## src/rtl/stt_pkg.sv

```systemverilog
// Shared types, character constants and byte classifiers for the scene text tokenizer.
// No dependencies; stt_step, the top level and the bench import this package.
`default_nettype none
package stt_pkg;

    // Characters the scanner reacts to
    localparam logic [7:0] CH_CTRL_Z = 8'h1A;
    localparam logic [7:0] CH_HASH   = 8'h23;  // '#'
    localparam logic [7:0] CH_QUOTE  = 8'h27;  // '\''
    localparam logic [7:0] CH_AT     = 8'h40;  // '@'
    localparam logic [7:0] CH_E      = 8'h65;  // 'e'
    localparam logic [7:0] CH_PLUS   = 8'h2B;  // '+'
    localparam logic [7:0] CH_MINUS  = 8'h2D;  // '-'
    localparam logic [7:0] CH_DOT    = 8'h2E;  // '.'
    localparam logic [7:0] CH_ZERO   = 8'h30;  // '0'
    localparam logic [7:0] CH_NINE   = 8'h39;  // '9'
    localparam logic [7:0] CH_BSLASH = 8'h5C;  // '\\'
    localparam logic [7:0] CH_SLASH  = 8'h2F;  // '/'
    localparam logic [7:0] CH_COLON  = 8'h3A;  // ':'
    localparam logic [7:0] CH_STAR   = 8'h2A;  // '*'
    localparam logic [7:0] CH_UNDER  = 8'h5F;  // '_'
    localparam logic [7:0] CH_SPACE  = 8'h20;
    localparam logic [7:0] CH_TAB    = 8'h09;
    localparam logic [7:0] CH_LF     = 8'h0A;
    localparam logic [7:0] CH_CR     = 8'h0D;
    localparam logic [7:0] CH_NUL    = 8'h00;

    // Bit positions of the per-item run mask, in output order
    localparam int RB_ZERO    = 0;  // appended '0' of a dangling exponent
    localparam int RB_END     = 1;  // token end with the run's class
    localparam int RB_CHAR    = 2;  // the input byte as a token character
    localparam int RB_SPECIAL = 3;  // token end of a lone special character
    localparam int RUN_SLOTS  = 4;

    typedef enum logic [3:0] {
        SC_START   = 4'd0,
        SC_INT     = 4'd1,
        SC_FLOAT   = 4'd2,
        SC_WORD    = 4'd3,
        SC_IDENT   = 4'd4,
        SC_PATH    = 4'd5,
        SC_COMMENT = 4'd8,
        SC_QUOTE   = 4'd9
    } t_scan;

    typedef enum logic [1:0] {
        PH_MANT    = 2'd0,
        PH_AFTER_E = 2'd1,
        PH_EXP     = 2'd2
    } t_phase;

    typedef enum logic [3:0] {
        CL_END       = 4'd0,
        CL_INT       = 4'd1,
        CL_FLOAT     = 4'd2,
        CL_WORD      = 4'd3,
        CL_IDENT     = 4'd4,
        CL_PATH      = 4'd5,
        CL_SPECIAL   = 4'd6,
        CL_ERROR     = 4'd7,
        CL_EOF_CMT   = 4'd8,
        CL_EOF_QUOTE = 4'd9
    } t_cls;

    // Results one item causes, drained lowest mask bit first
    typedef struct packed {
        logic [RUN_SLOTS-1:0] mask;
        t_cls                 cls;
        logic [7:0]           ch;
    } t_run;

    // Scanner state plus the run for one item
    typedef struct packed {
        t_scan  state;
        t_phase phase;
        logic   plus;
        t_run   run;
    } t_step;

    // Outcome of scanning a byte from the start state
    typedef struct packed {
        t_scan  state;
        t_phase phase;
        logic   plus;
        logic   put;
        logic   special;
    } t_start;

    function automatic logic is_digit(input logic [7:0] c);
        return (c >= CH_ZERO) && (c <= CH_NINE);
    endfunction

    function automatic logic is_fnum(input logic [7:0] c);
        return (c == CH_PLUS) || (c == CH_MINUS) || is_digit(c);
    endfunction

    function automatic logic is_letter(input logic [7:0] c);
        return ((c >= 8'h41) && (c <= 8'h5A)) || ((c >= 8'h61) && (c <= 8'h7A));
    endfunction

    function automatic logic is_fill(input logic [7:0] c);
        return (c == CH_SPACE) || (c == CH_TAB) || (c == CH_LF) || (c == CH_CR);
    endfunction

    function automatic logic is_path_sep(input logic [7:0] c);
        return (c == CH_BSLASH) || (c == CH_SLASH) || (c == CH_COLON) ||
               (c == CH_DOT) || (c == CH_STAR);
    endfunction

    function automatic logic is_ident(input logic [7:0] c);
        return (c == CH_UNDER) || (c == CH_MINUS) || is_digit(c) || is_letter(c);
    endfunction

    // Classify a byte as the first character of a token
    function automatic t_start scan_start(input logic [7:0] c, input t_phase ph,
                                          input logic pl);
        t_start s;
        s.state   = SC_START;
        s.phase   = ph;
        s.plus    = pl;
        s.put     = 1'b0;
        s.special = 1'b0;
        if (is_fnum(c)) begin
            s.state = SC_INT;
            s.plus  = (c == CH_PLUS);
            s.put   = 1'b1;
        end else if (c == CH_DOT) begin
            s.state = SC_FLOAT;
            s.phase = PH_MANT;
            s.put   = 1'b1;
        end else if (is_letter(c)) begin
            s.state = SC_WORD;
            s.put   = 1'b1;
        end else if ((c == CH_BSLASH) || (c == CH_SLASH) || (c == CH_COLON) ||
                     (c == CH_AT)) begin
            s.state = SC_PATH;
            s.put   = 1'b1;
        end else if (c == CH_HASH) begin
            s.state = SC_COMMENT;
        end else if (c == CH_QUOTE) begin
            s.state = SC_QUOTE;
        end else if (!is_fill(c)) begin
            // lone special character: emitted and closed at once
            s.put     = 1'b1;
            s.special = 1'b1;
            s.phase   = PH_MANT;
            s.plus    = 1'b0;
        end
        return s;
    endfunction

endpackage
`default_nettype wire

```

## src/rtl/stt_ifs.sv

```systemverilog
// Valid/ready channel interfaces for the scene text tokenizer input and result streams.
// Depends on nothing; payload widths follow the field definitions.
`default_nettype none
interface stt_in_if;
    logic       valid;
    logic       ready;
    logic       kind;
    logic [7:0] byte_value;

    modport source (output valid, output kind, output byte_value, input ready);
    modport sink   (input valid, input kind, input byte_value, output ready);
endinterface

interface stt_out_if;
    logic       valid;
    logic       ready;
    logic       result_kind;
    logic [7:0] char_value;
    logic [3:0] token_class;
    logic       last_of_run;

    modport source (output valid, output result_kind, output char_value,
                    output token_class, output last_of_run, input ready);
    modport sink   (input valid, input result_kind, input char_value,
                    input token_class, input last_of_run, output ready);
endinterface
`default_nettype wire

```

## src/rtl/stt_step.sv

```systemverilog
// Next-state and result-run logic of the tokenizer for one input item.
// Depends on stt_pkg (state codes, classes, byte classifiers).
`default_nettype none
module stt_step
    import stt_pkg::*;
(
    input  wire logic       i_kind,
    input  wire logic [7:0] i_byte,
    input  wire t_scan      i_state,
    input  wire t_phase     i_phase,
    input  wire logic       i_plus,
    output t_step           o_step
);

    t_start s_dflt;
    t_start s_push;

    // Start-state scans: in place, and after a token end (cleared phase and sign)
    assign s_dflt = scan_start(i_byte, i_phase, i_plus);
    assign s_push = scan_start(i_byte, PH_MANT, 1'b0);

    always_comb begin
        logic  do_end;
        logic  restart;
        logic  do_start;
        logic  do_put;
        logic  do_zero;
        logic  fall;
        t_cls  end_cls;
        t_scan ns;
        t_phase nph;
        logic  npl;

        do_end   = 1'b0;
        restart  = 1'b0;
        do_start = 1'b0;
        do_put   = 1'b0;
        do_zero  = 1'b0;
        fall     = 1'b0;
        end_cls  = CL_END;
        ns       = i_state;
        nph      = i_phase;
        npl      = i_plus;

        if (i_kind) begin
            // end of input closes whatever is open
            do_end = 1'b1;
            case (i_state)
                SC_INT:     end_cls = CL_INT;
                SC_FLOAT:   end_cls = CL_FLOAT;
                SC_WORD:    end_cls = CL_WORD;
                SC_IDENT:   end_cls = CL_IDENT;
                SC_PATH:    end_cls = CL_PATH;
                SC_COMMENT: end_cls = CL_EOF_CMT;
                SC_QUOTE:   end_cls = CL_EOF_QUOTE;
                default:    end_cls = CL_END;
            endcase
        end else if (i_byte == CH_CTRL_Z) begin
            // ignored byte: no results, state kept
        end else if (((i_state == SC_INT) || (i_state == SC_FLOAT) || (i_state == SC_WORD) ||
                      (i_state == SC_IDENT) || (i_state == SC_PATH)) && is_fill(i_byte)) begin
            do_end = 1'b1;
            case (i_state)
                SC_INT:   end_cls = CL_INT;
                SC_FLOAT: end_cls = CL_FLOAT;
                SC_WORD:  end_cls = CL_WORD;
                SC_IDENT: end_cls = CL_IDENT;
                default:  end_cls = CL_PATH;
            endcase
        end else begin
            case (i_state)
                SC_INT: begin
                    if (is_fnum(i_byte)) begin
                        do_put = 1'b1;
                    end else if (i_byte == CH_DOT) begin
                        ns = SC_FLOAT; nph = PH_MANT; do_put = 1'b1;
                    end else if (i_byte == CH_E) begin
                        ns = SC_FLOAT; nph = PH_AFTER_E; do_put = 1'b1;
                    end else if (is_letter(i_byte)) begin
                        if (i_plus) begin
                            do_end = 1'b1; restart = 1'b1; end_cls = CL_INT;
                        end else begin
                            ns = SC_IDENT; do_put = 1'b1;
                        end
                    end else begin
                        do_end = 1'b1; end_cls = CL_ERROR;
                    end
                end
                SC_FLOAT: begin
                    case (i_phase)
                        PH_MANT: begin
                            if (is_digit(i_byte)) do_put = 1'b1;
                            else if (i_byte == CH_E) begin
                                nph = PH_AFTER_E; do_put = 1'b1;
                            end else fall = 1'b1;
                        end
                        PH_AFTER_E: begin
                            if (is_fnum(i_byte)) begin
                                nph = PH_EXP; do_put = 1'b1;
                            end else begin
                                // dangling exponent: append '0', close, rescan
                                do_zero = 1'b1; do_end = 1'b1; restart = 1'b1;
                                end_cls = CL_FLOAT;
                            end
                        end
                        default: begin
                            if (is_digit(i_byte)) do_put = 1'b1;
                            else fall = 1'b1;
                        end
                    endcase
                    if (fall) begin
                        do_end = 1'b1;
                        if (is_letter(i_byte)) begin
                            restart = 1'b1; end_cls = CL_FLOAT;
                        end else begin
                            end_cls = CL_ERROR;
                        end
                    end
                end
                SC_WORD: begin
                    if (is_letter(i_byte)) begin
                        do_put = 1'b1;
                    end else if ((i_byte == CH_UNDER) || (i_byte == CH_MINUS) ||
                                 is_digit(i_byte)) begin
                        ns = SC_IDENT; do_put = 1'b1;
                    end else if (is_path_sep(i_byte)) begin
                        ns = SC_PATH; do_put = 1'b1;
                    end else if (i_byte == CH_PLUS) begin
                        do_end = 1'b1; restart = 1'b1; end_cls = CL_WORD;
                    end else begin
                        do_end = 1'b1; end_cls = CL_ERROR;
                    end
                end
                SC_IDENT: begin
                    if (is_ident(i_byte)) begin
                        do_put = 1'b1;
                    end else if (is_path_sep(i_byte)) begin
                        ns = SC_PATH; do_put = 1'b1;
                    end else if (i_byte == CH_PLUS) begin
                        do_end = 1'b1; restart = 1'b1; end_cls = CL_IDENT;
                    end else begin
                        do_end = 1'b1; end_cls = CL_ERROR;
                    end
                end
                SC_PATH: begin
                    if (is_ident(i_byte) || is_path_sep(i_byte)) begin
                        do_put = 1'b1;
                    end else if (i_byte == CH_PLUS) begin
                        do_end = 1'b1; restart = 1'b1; end_cls = CL_PATH;
                    end else begin
                        do_end = 1'b1; end_cls = CL_ERROR;
                    end
                end
                SC_COMMENT: begin
                    // comment runs to a line end or NUL, silently
                    if ((i_byte == CH_LF) || (i_byte == CH_CR) || (i_byte == CH_NUL))
                        ns = SC_START;
                end
                SC_QUOTE: begin
                    if (i_byte == CH_QUOTE) begin
                        do_end = 1'b1; end_cls = CL_PATH;
                    end else begin
                        do_put = 1'b1;
                    end
                end
                default: do_start = 1'b1;
            endcase
        end

        o_step.run.mask          = '0;
        o_step.run.cls           = end_cls;
        o_step.run.ch            = i_byte;
        o_step.run.mask[RB_ZERO] = do_zero;

        // close the token, then rescan the byte from the start state if pushed back
        if (do_end) begin
            o_step.run.mask[RB_END] = 1'b1;
            ns  = SC_START;
            nph = PH_MANT;
            npl = 1'b0;
            if (restart) begin
                ns  = s_push.state;
                nph = s_push.phase;
                npl = s_push.plus;
                o_step.run.mask[RB_CHAR]    = s_push.put;
                o_step.run.mask[RB_SPECIAL] = s_push.special;
            end
        end
        if (do_start) begin
            ns  = s_dflt.state;
            nph = s_dflt.phase;
            npl = s_dflt.plus;
            o_step.run.mask[RB_CHAR]    = s_dflt.put;
            o_step.run.mask[RB_SPECIAL] = s_dflt.special;
        end
        if (do_put) o_step.run.mask[RB_CHAR] = 1'b1;

        o_step.state = ns;
        o_step.phase = nph;
        o_step.plus  = npl;
    end

endmodule
`default_nettype wire

```

## src/rtl/scene_text_tokenizer.sv

```systemverilog
// Scene text tokenizer top level: scanner state, two-entry run queue and result drain.
// Depends on stt_pkg, stt_in_if / stt_out_if and stt_step.
//
// Usage:
//   i_in  carries one item per transfer: kind (0 data byte, 1 end of input) and
//         byte_value. o_out carries results: a token character (result_kind 0,
//         char_value) or a token end (result_kind 1, token_class); last_of_run
//         marks the final result caused by one input item.
//   An item is scanned in the cycle it is transferred; its results (zero to four)
//   go into a two-entry queue of runs and are presented from the registered head
//   entry, one result per cycle while the receiver is ready.
//   Throughput: one item per cycle while each item causes at most one result and
//   the receiver is ready; an item with several results holds the output until
//   all are presented, so the output port sets the sustained rate. Items that cause
//   no result (Ctrl-Z, whitespace at start, comment bytes) never enter the queue.
//   Reset (i_rst_n low, synchronous) returns the scanner to the start state and
//   empties the queue. While the receiver stalls, the presented result holds and
//   one further item is still taken into the second queue entry; ready then drops
//   until the head run finishes draining.
`default_nettype none
module scene_text_tokenizer
    import stt_pkg::*;
(
    input  wire logic  i_clk,
    input  wire logic  i_rst_n,
    stt_in_if.sink     i_in,
    stt_out_if.source  o_out
);

    t_scan  r_state, n_state;
    t_phase r_phase, n_phase;
    logic   r_plus,  n_plus;
    logic   r_hv, r_tv;
    t_run   r_head, r_tail;
    t_step  step;

    logic                 in_fire;
    logic                 push;
    logic                 head_done;
    logic                 head_free;
    logic [RUN_SLOTS-1:0] lowest;
    logic [RUN_SLOTS-1:0] rest;

    stt_step u_step (
        .i_kind  (i_in.kind),
        .i_byte  (i_in.byte_value),
        .i_state (r_state),
        .i_phase (r_phase),
        .i_plus  (r_plus),
        .o_step  (step)
    );

    // Pick the next result of the head run
    assign lowest    = r_head.mask & (~r_head.mask + {{(RUN_SLOTS-1){1'b0}}, 1'b1});
    assign rest      = r_head.mask & ~lowest;
    assign head_done = r_hv && o_out.ready && (rest == '0);
    assign head_free = !r_hv || head_done;

    assign i_in.ready = !r_tv || head_done;
    assign in_fire    = i_in.valid && i_in.ready;
    assign push       = in_fire && (step.run.mask != '0);

    // Present the head result
    always_comb begin
        o_out.valid       = r_hv;
        o_out.last_of_run = (rest == '0);
        o_out.result_kind = 1'b1;
        o_out.char_value  = '0;
        o_out.token_class = CL_END;
        if (lowest[RB_ZERO]) begin
            o_out.result_kind = 1'b0;
            o_out.char_value  = CH_ZERO;
        end else if (lowest[RB_END]) begin
            o_out.token_class = r_head.cls;
        end else if (lowest[RB_CHAR]) begin
            o_out.result_kind = 1'b0;
            o_out.char_value  = r_head.ch;
        end else begin
            o_out.token_class = CL_SPECIAL;
        end
    end

    // Advance scanner state on each input transfer
    always_comb begin
        n_state = r_state;
        n_phase = r_phase;
        n_plus  = r_plus;
        if (in_fire) begin
            n_state = step.state;
            n_phase = step.phase;
            n_plus  = step.plus;
        end
    end

    always_ff @(posedge i_clk) begin
        if (!i_rst_n) begin
            r_state <= SC_START;
            r_phase <= PH_MANT;
            r_plus  <= 1'b0;
        end else begin
            r_state <= n_state;
            r_phase <= n_phase;
            r_plus  <= n_plus;
        end
    end

    // Run queue: drain the head, refill from tail or the new item
    always_ff @(posedge i_clk) begin
        if (!i_rst_n) begin
            r_hv <= 1'b0;
            r_tv <= 1'b0;
        end else if (head_free) begin
            if (r_tv) begin
                r_hv <= 1'b1;
                r_tv <= push;
            end else begin
                r_hv <= push;
                r_tv <= 1'b0;
            end
        end else if (push) begin
            r_tv <= 1'b1;
        end
    end

    always_ff @(posedge i_clk) begin
        if (head_free) begin
            if (r_tv) begin
                r_head <= r_tail;
                r_tail <= step.run;
            end else begin
                r_head <= step.run;
            end
        end else begin
            if (r_hv && o_out.ready) r_head.mask <= rest;
            if (push) r_tail <= step.run;
        end
    end

    // A presented run always has a result left
    a_head_nonempty: assert property (@(posedge i_clk) disable iff (!i_rst_n)
        r_hv |-> (r_head.mask != '0))
        else $error("head run valid with empty mask");

    // The tail entry is only used behind a valid head
    a_tail_behind_head: assert property (@(posedge i_clk) disable iff (!i_rst_n)
        r_tv |-> r_hv)
        else $error("tail run valid without head run");

    // A full queue takes an item only as the head finishes
    a_no_overrun: assert property (@(posedge i_clk) disable iff (!i_rst_n)
        (in_fire && r_tv) |-> head_done)
        else $error("input transfer into full run queue");

    // Scanner state moves only on an input transfer
    a_state_hold: assert property (@(posedge i_clk) disable iff (!i_rst_n)
        !in_fire |=> $stable(r_state))
        else $error("scanner state changed without input transfer");

endmodule
`default_nettype wire

```

## src/flat_wrapper.sv

```systemverilog
// flat-port wrapper written by rule: the top's interface ports become plain ports
module scene_text_tokenizer_flat import stt_pkg::*;
  (i_clk, i_rst_n, i_in_valid, i_in_kind, i_in_byte_value, i_in_ready, o_out_valid, o_out_result_kind, o_out_char_value, o_out_token_class, o_out_last_of_run, o_out_ready);
  stt_in_if i_in_i ();
  stt_out_if o_out_i ();
  input  wire logic i_clk;
  input  wire logic i_rst_n;
  input wire logic [$bits(i_in_i.valid)-1:0] i_in_valid;
  input wire logic [$bits(i_in_i.kind)-1:0] i_in_kind;
  input wire logic [$bits(i_in_i.byte_value)-1:0] i_in_byte_value;
  output wire logic [$bits(i_in_i.ready)-1:0] i_in_ready;
  output wire logic [$bits(o_out_i.valid)-1:0] o_out_valid;
  output wire logic [$bits(o_out_i.result_kind)-1:0] o_out_result_kind;
  output wire logic [$bits(o_out_i.char_value)-1:0] o_out_char_value;
  output wire logic [$bits(o_out_i.token_class)-1:0] o_out_token_class;
  output wire logic [$bits(o_out_i.last_of_run)-1:0] o_out_last_of_run;
  input wire logic [$bits(o_out_i.ready)-1:0] o_out_ready;
  assign i_in_i.valid = i_in_valid;
  assign i_in_i.kind = i_in_kind;
  assign i_in_i.byte_value = i_in_byte_value;
  assign i_in_ready = i_in_i.ready;
  assign o_out_valid = o_out_i.valid;
  assign o_out_result_kind = o_out_i.result_kind;
  assign o_out_char_value = o_out_i.char_value;
  assign o_out_token_class = o_out_i.token_class;
  assign o_out_last_of_run = o_out_i.last_of_run;
  assign o_out_i.ready = o_out_ready;
  scene_text_tokenizer u_core (.i_clk(i_clk), .i_rst_n(i_rst_n), .i_in(i_in_i), .o_out(o_out_i));
endmodule
```

## config.mk

```make
export PLATFORM = sky130hd
export DESIGN_NAME = scene_text_tokenizer_flat
export DESIGN_NICKNAME = d
export VERILOG_FILES = /design/src/rtl/stt_pkg.sv /design/src/rtl/stt_ifs.sv /design/src/rtl/stt_step.sv /design/src/rtl/scene_text_tokenizer.sv /design/src/flat_wrapper.sv
export SDC_FILE = /design/constraint.sdc
export NUM_CORES = 1
export LEC_CHECK = 0
export ABC_AREA = 0
export BUFFER_PORTS_ARGS = -buffer_cell sky130_fd_sc_hd__buf_2
export CORE_UTILIZATION = 35
export DETAILED_ROUTE_END_ITERATION = 16
export GPL_ROUTABILITY_DRIVEN = 0
export HOLD_SLACK_MARGIN = 0.15
export PLACE_DENSITY = 0.61
export RECOVER_POWER = 50
export SETUP_SLACK_MARGIN = 0.15
export SYNTH_ARGS = -nofsm -noshare
export SYNTH_HDL_FRONTEND = slang
export SYNTH_SLANG_ARGS = --single-unit
```

## constraint.sdc

```tcl
create_clock -name i_clk -period 3.7 [get_ports i_clk]
set_clock_uncertainty 0.15 [all_clocks]
set_input_delay 0.185 -clock i_clk [delete_from_list [all_inputs] [get_ports i_clk]]
set_output_delay 0.185 -clock i_clk [all_outputs]
set_load 0.02 [all_outputs]
```

Word-level counts from Yosys, hierarchy flattened
Index checks and enable logic that the tools add are counted.
- bits in registers: 41
- input port bits: 13
- output and inout port bits: 16
- logic and storage cells: 309
- add/sub/neg operators: 1
- magnitude comparators: 6
- equality and inequality tests: 51
- multiplexer cells: 189
- bitwise gates (word level): 4
- reduce and logical (&&, ||, !) cells: 47
- operator list (cell ; number):
    $mux W4 ; 34
    $mux W1 ; 93
    $eq A8 B6 Y1 const B ; 9
    $mux W16 ; 4
    $mux W3 ; 15
    $mux W2 ; 22
    $ne A3 B3 Y1 const B ; 11
    $eq A8 B7 Y1 const B ; 4
    $pmux W4 S7 ; 1
    $mux W5 ; 5
    $eq A8 B4 Y1 const B ; 3
    $mux W8 ; 3
    $pmux W4 S6 ; 1
    $logic_or A1 B1 Y1 ; 23
    $ge A8 B7 Y1 const B ; 2
    $le A8 B7 Y1 const B ; 2
    $pmux W4 S4 ; 1
    $reduce_and A15 Y1 ; 1
    $mux W6 ; 2
    $ne A4 B2 Y1 const B ; 3
    $pmux W1 S6 ; 2
    $pmux W3 S4 ; 1
    $reduce_and A11 Y1 ; 1
    $ne A5 B5 Y1 const B ; 2
    33 further kinds ; 53

Longest topological paths before layout
- depth after elaboration: 22
- gate-level depth with buffers: 10
- mapped depth without buffers: 8

Cells and area by module
A second synthesis with hierarchy kept.
- cell total of the unflattened synthesis: 358
- area total of the unflattened synthesis: 3284.4 µm²
- modules (own cells, without submodules) (module ; instances ; cells each ; area an instance (µm²) ; sequential area each (µm²)):
    scene_text_tokenizer ; 1 ; 134 ; 1811.7 ; 1141.1
    stt_step ; 1 ; 224 ; 1472.7 ; 0.0

Least setup slack after synthesis
OpenSTA, ideal clock, no wires.
- path type: input-to-reg
- from: input port i_in_byte_value[4]
- to: register u_core.r_tail[0] (netlist bit) (enable)
- setup time: 0.414 ns
- data arrival time: 3.118 ns
- data required time: 3.136 ns
- slack: 0.017 ns
- stages: 8
- buffers on the path: 1
- cell sequence: or4b_1 > buf_2 > nor3_1 > a21boi_0 > o211ai_1 > o311ai_2 > a21boi_2 > o31ai_1
- word-level cells in the longest chain between the ends: 21
- RTL lines (element ; line ; text):
    start: declaration ; flat_wrapper.sv:10 ; input wire logic [$bits(i_in_i.byte_value)-1:0] i_in_byte_value;
    $ge A8 B6 Y1, or another cell as far along ; stt_pkg.sv:90 ; return (c >= CH_ZERO) && (c <= CH_NINE);
    $logic_and A1 B1 Y1 or $mux W1 (tied branches) ; stt_pkg.sv:90, stt_step.sv:93 ;
    $mux W1, on equally long branches ; stt_step.sv:107, stt_step.sv:92 ;
    $pmux W1 S2 ; stt_step.sv:90 ; case (i_phase)
    $mux W1 ; stt_step.sv:71 ; case (i_state)
    $mux W1 ; stt_step.sv:60 ; end else if (((i_state == SC_INT) || (i_state == SC_FLOAT) || (i_state == SC_WORD) ||
    $mux W1 ; stt_step.sv:58 ; end else if (i_byte == CH_CTRL_Z) begin
    $mux W1 ; stt_step.sv:45 ; if (i_kind) begin
    (+5 left out) ; - ;
    $mux W2 ; stt_step.sv:181 ; if (restart) begin
    $mux W3 ; stt_step.sv:176 ; if (do_end) begin
    $mux W2 ; stt_step.sv:189 ; if (do_start) begin
    $mux W1 ; stt_step.sv:196 ; if (do_put) o_step.run.mask[RB_CHAR] = 1'b1;
    $reduce_bool A4 Y1 * ; scene_text_tokenizer.sv:61 ; assign push = in_fire && (step.run.mask != '0);
    $logic_and A1 B1 Y1 * ; scene_text_tokenizer.sv:61 ;
    $reduce_bool A2 Y1 (no source line) * ; - ;
    $reduce_and A2 Y1 (no source line) * ; - ;
    end signal: assignment ; scene_text_tokenizer.sv:129 ; r_tail <= step.run;
    end signal: assignment ; scene_text_tokenizer.sv:135 ; if (push) r_tail <= step.run;
    end: declaration ; scene_text_tokenizer.sv:34 ; t_run r_head, r_tail;
Mark *: on every way between the ends. The rest lies on a longest branch, timed or not. The select of a mux whose other input is x is not followed.
A chain may end at the register's enable or synchronous reset.

Worst setup path in the final report
- from: input port i_in_byte_value[4]
- to: register u_core.r_head[14] (netlist bit), data pin
- word-level cells in the longest chain between the ends: 19
- RTL lines (element ; line ; text):
    $ge A8 B6 Y1, or another cell as far along ; stt_pkg.sv:90 ;
    $logic_and A1 B1 Y1 or $mux W1 (tied branches) ; stt_pkg.sv:90, stt_step.sv:93 ;
    $mux W1, on equally long branches ; stt_step.sv:107, stt_step.sv:92 ;
    $pmux W1 S2 ; stt_step.sv:90 ;
    $mux W1 ; stt_step.sv:71 ;
    $mux W1 ; stt_step.sv:60 ;
    $mux W1 ; stt_step.sv:58 ;
    $mux W1 ; stt_step.sv:45 ;
    (+3 left out) ; - ;
    $mux W1 ; stt_step.sv:58 ;
    $mux W1 ; stt_step.sv:45 ;
    $mux W2 ; stt_step.sv:181 ;
    $mux W3 ; stt_step.sv:176 ;
    $mux W2 ; stt_step.sv:189 ;
    $mux W1 * ; stt_step.sv:196 ;
    $mux W16 * ; scene_text_tokenizer.sv:127 ; if (r_tv) begin
    $mux W4 * ; scene_text_tokenizer.sv:126 ; if (head_free) begin
    end signal: assignment ; scene_text_tokenizer.sv:128 ; r_head <= r_tail;
    end signal: assignment ; scene_text_tokenizer.sv:131 ; r_head <= step.run;
    end: declaration ; scene_text_tokenizer.sv:34 ;
Marked as above.

==> impl_metrics.json <==
{
  "clkSlewWorstSetupHoldPaths_ns": 0.08,
  "regArea_mm2": 0.001141,
  "min_period_ns": 3.432,
  "fin_util_pct": 41.80,
  "cts_tree": "done",
  "drcViolationCount": 0,
  "rows": 33,
  "grt_pass1_wl_um": 13250,
  "antennaDiodeCount": 0,
  "slowest_stage": "or4b_4",
  "synthArstFlopShare_pct": 0,
  "peakVddDrop_mv": 0.1808,
  "relSlewSlack_pct": 43.14,
  "synth-seq-cells": 41,
  "regToRegEndpoint": "u_core.r_tail[2]",
  "grt_max_degree": 24,
  "die_w_um": 95.97,
  "power_frac_comb_pct": 42.5,
  "cp-endpoint": "u_core.r_head[14]",
  "initial_core_util_pct": 36.87,
  "dpl-instance-area_mm2": 0.003358,
  "max_freq_ghz": 0.2914,
  "worst_pin_slew_ns": 0.8529,
  "num_vias": 2996,
  "pin_count": 29,
  "die_y_um": 95.97,
  "r2r_slack_ns": 0.56,
  "wl_per_cell_um": 16.91,
  "dp_slack_ns": 0.5375,
  "fin_area_mm2": 0.003503,
  "netSwitchingPower_mw": 0.6410,
  "nets": 399,
  "cp.arrival_ns": 3.31,
  "port_buffers": 28,
  "multiInputGateArea_mm2": 0.001844,
  "cellInternalPower_mw": 1.006,
  "cts_sinks": 41,
  "dp_hpwl_um": 6112,
  "power_density_mw_per_mm2": 470.1,
  "firstDrtPassIters": 6,
  "r2r_start": "u_core.r_state[2]",
  "period_share_pct": 92.75,
  "viasPerCell": 6.089,
  "critPathMaxFanout": 10,
  "cts_buffer_depth": 2,
  "syn_inst": 354,
  "setup_viol": 0,
  "mostFrequentLayoutCell": "nand2_1",
  "finalWirelength_um": 8318,
  "htreeDepth": 2,
  "dieArea_mm2": 0.009209,
  "grt_antenna_before_repair": 0,
  "fin_cells": 492,
  "slew_violations": 0,
  "p_sw_share_pct": 38.92,
  "synthesis.area_mm2": 0.003090,
  "hold_viol": 0,
  "p_leak_nw": 1.277,
  "antenna_left": 0,
  "ys.flop_type": "edfxtp_1",
  "post-cts-setup-buffers": 0,
  "track_usage_pct": 18.82,
  "worstSetupPathType": "in2reg",
  "setup-tns-final_ns": 0,
  "numCtsBuffers": 5,
  "synth_warnings": 0,
  "worst_ep_required_time_ns": 3.58,
  "clk_latency_ns": 0.29,
  "timing.final.ws_setup_ns": 0.2681,
  "dp.cells": 476,
  "core_area_mm2": 0.008382,
  "maxCapViolations": 0,
  "clkPwrFrac_pct": 17.3,
  "synth-edff-count": 32,
  "holdPathStages": 3,
  "first_global_vias": 2602,
  "synth_cell_types": 76,
  "syn-num-nets": 367,
  "ys_seq_area_share_pct": 36.92,
  "cp-start-kind": "input port",
  "crit_path_start": "i_in_byte_value[4]",
  "rsz0062_at_grt": "no",
  "crit_chain": "dlygate4sd3_1 -> clkbuf_1 -> or4b_4 -> or3_4 -> and3_1 -> a21oi_2 -> o311a_1 -> nor3_1 -> o311ai_0 -> o21ai_0",
  "power_frac_seq_pct": 40.2,
  "worstHoldPathType": "in2reg",
  "fillers": 849,
  "rr_worst_depth": 7,
  "worst_setup_path_end_kind": "register",
  "syn2layout_area_growth_pct": 13.36,
  "final_cell_mix": "38 x nand2_1, 32 x edfxtp_1, 28 x nor2_1",
  "drtIter0Drc": 254,
  "clockRootBuffer": "clkbuf_8",
  "globalRouteOverflowTotal": 0,
  "max_stage_delay_ns": 0.65,
  "outcome": "completed",
  "syn_avg_cell_area_um2": 8.730,
  "drive_above_1_share_pct": 14.73
}
-- synthesized netlist by cell type, types with 5 or more instances --
cell      count  area share, %
nand2_1      38            4.6
edfxtp_1     32             31
nor2_1       28            3.4
a21oi_1      18            2.9
clkbuf_1     17            2.1
nor3_1       17            2.8
o21ai_0      17            2.8
mux2_2       11            4.0
nand2b_1     10            2.0
nand3_1      10            1.6
and2_1        9            1.8
dfxtp_1       9            5.8
a21o_1        8            1.9
o21a_1        6            1.5
a31oi_1       5            1.0
inv_1         5           0.61
mux2i_1       5            1.6
nor2b_1       5            1.0
or2_2         5            1.0
-- timing repair --
| action | 4_1_cts | 5_1_grt |
|---|---|---|
| setup endpoints to repair | 0 | 17 |
| resized for setup | 0 | 1 |
| endpoints found under the hold margin | 8 | 0 |
| hold buffers | 8 | 0 |
-- sequential cells by signal, summed over array words and instances (netlist names) --
register and count:
u_core.o_out.valid 1, u_core.r_head 16, u_core.r_phase 2, u_core.r_plus 1
u_core.r_state 4, u_core.r_tail 16, u_core.r_tv 1
-- worst max-delay path: cells and delay by family --
kind / cells / cell delay, ns
buffers and inverters: 2 / 0.77
AND/OR/NAND/NOR: 4 / 1.45
AO/OA/AOI/OAI: 4 / 0.90
-- cell families (layout without fill, tap and decap cells) --
| family | Yosys count | after routing | share of synthesized area [%] |
|---|---|---|---|
| DFF | 41 | 41 | 36.92 |
| adders and majority gates | 1 | 1 | 0.3239 |
| AOI/OAI and AO/OA | 109 | 109 | 25.79 |
| muxes | 16 | 16 | 5.628 |
| buffers and inverters | 28 | 61 | 3.684 |
| and+or+nand+nor | 158 | 158 | 27.37 |
| xor gates and xnor gates | 1 | 1 | 0.2835 |
-- how the worst min path moves through the flow --
stage | end | slack, ns | startpoint
after floorplan | u_core.r_tail[0] | 0.13 | i_in_byte_value[0]
after global placement | u_core.r_tail[7] | 0.31 | i_in_byte_value[7]
after detailed placement | u_core.r_tail[7] | 0.33 | i_in_byte_value[7]
after CTS | u_core.r_tail[3] | 0.16 | i_in_byte_value[3]
after global routing | u_core.r_head[12] | 0.19 | o_out_ready
final | u_core.r_head[12] | 0.19 | o_out_ready
-- stage by stage --
stage	hold slack [ns]	total power [mW]
after floorplan	0.1339	1.180
after global placement	0.3126	1.365
after detailed placement	0.3322	1.366
after CTS	0.1566	1.657
after global routing	0.1866	1.756
final	0.1912	1.647
-- layer usage --
layer  track usage, %  part of all wire (%)
met1            25.43                    46
met2            29.17                    43
met3            3.633                   6.7
met4            8.209                   3.8
met5                0                     0
-- layout make-up --
class / count / share of cell area [%]
repair buffers: 47 / 7.964
clock inverters: 1 / 0.2500
inverters: 6 / 0.6429
well taps: 105 / 3.750
multi-input cells: 285 / 52.64
flip-flops and latches: 41 / 32.57
clock buffers: 7 / 2.179
-- power groups by stage --
stage | Sequential [mW] | Clock (mW) | Combinational [mW]
2_1_floorplan | 0.645 | 0 | 0.534
3_3_place_gp | 0.669 | 0 | 0.695
4_1_cts | 0.661 | 0.291 | 0.705
6_report | 0.662 | 0.285 | 0.700
3_5_place_dp | 0.672 | 0 | 0.695
5_1_grt | 0.674 | 0.312 | 0.770
(Power assumes the default switching activity.)
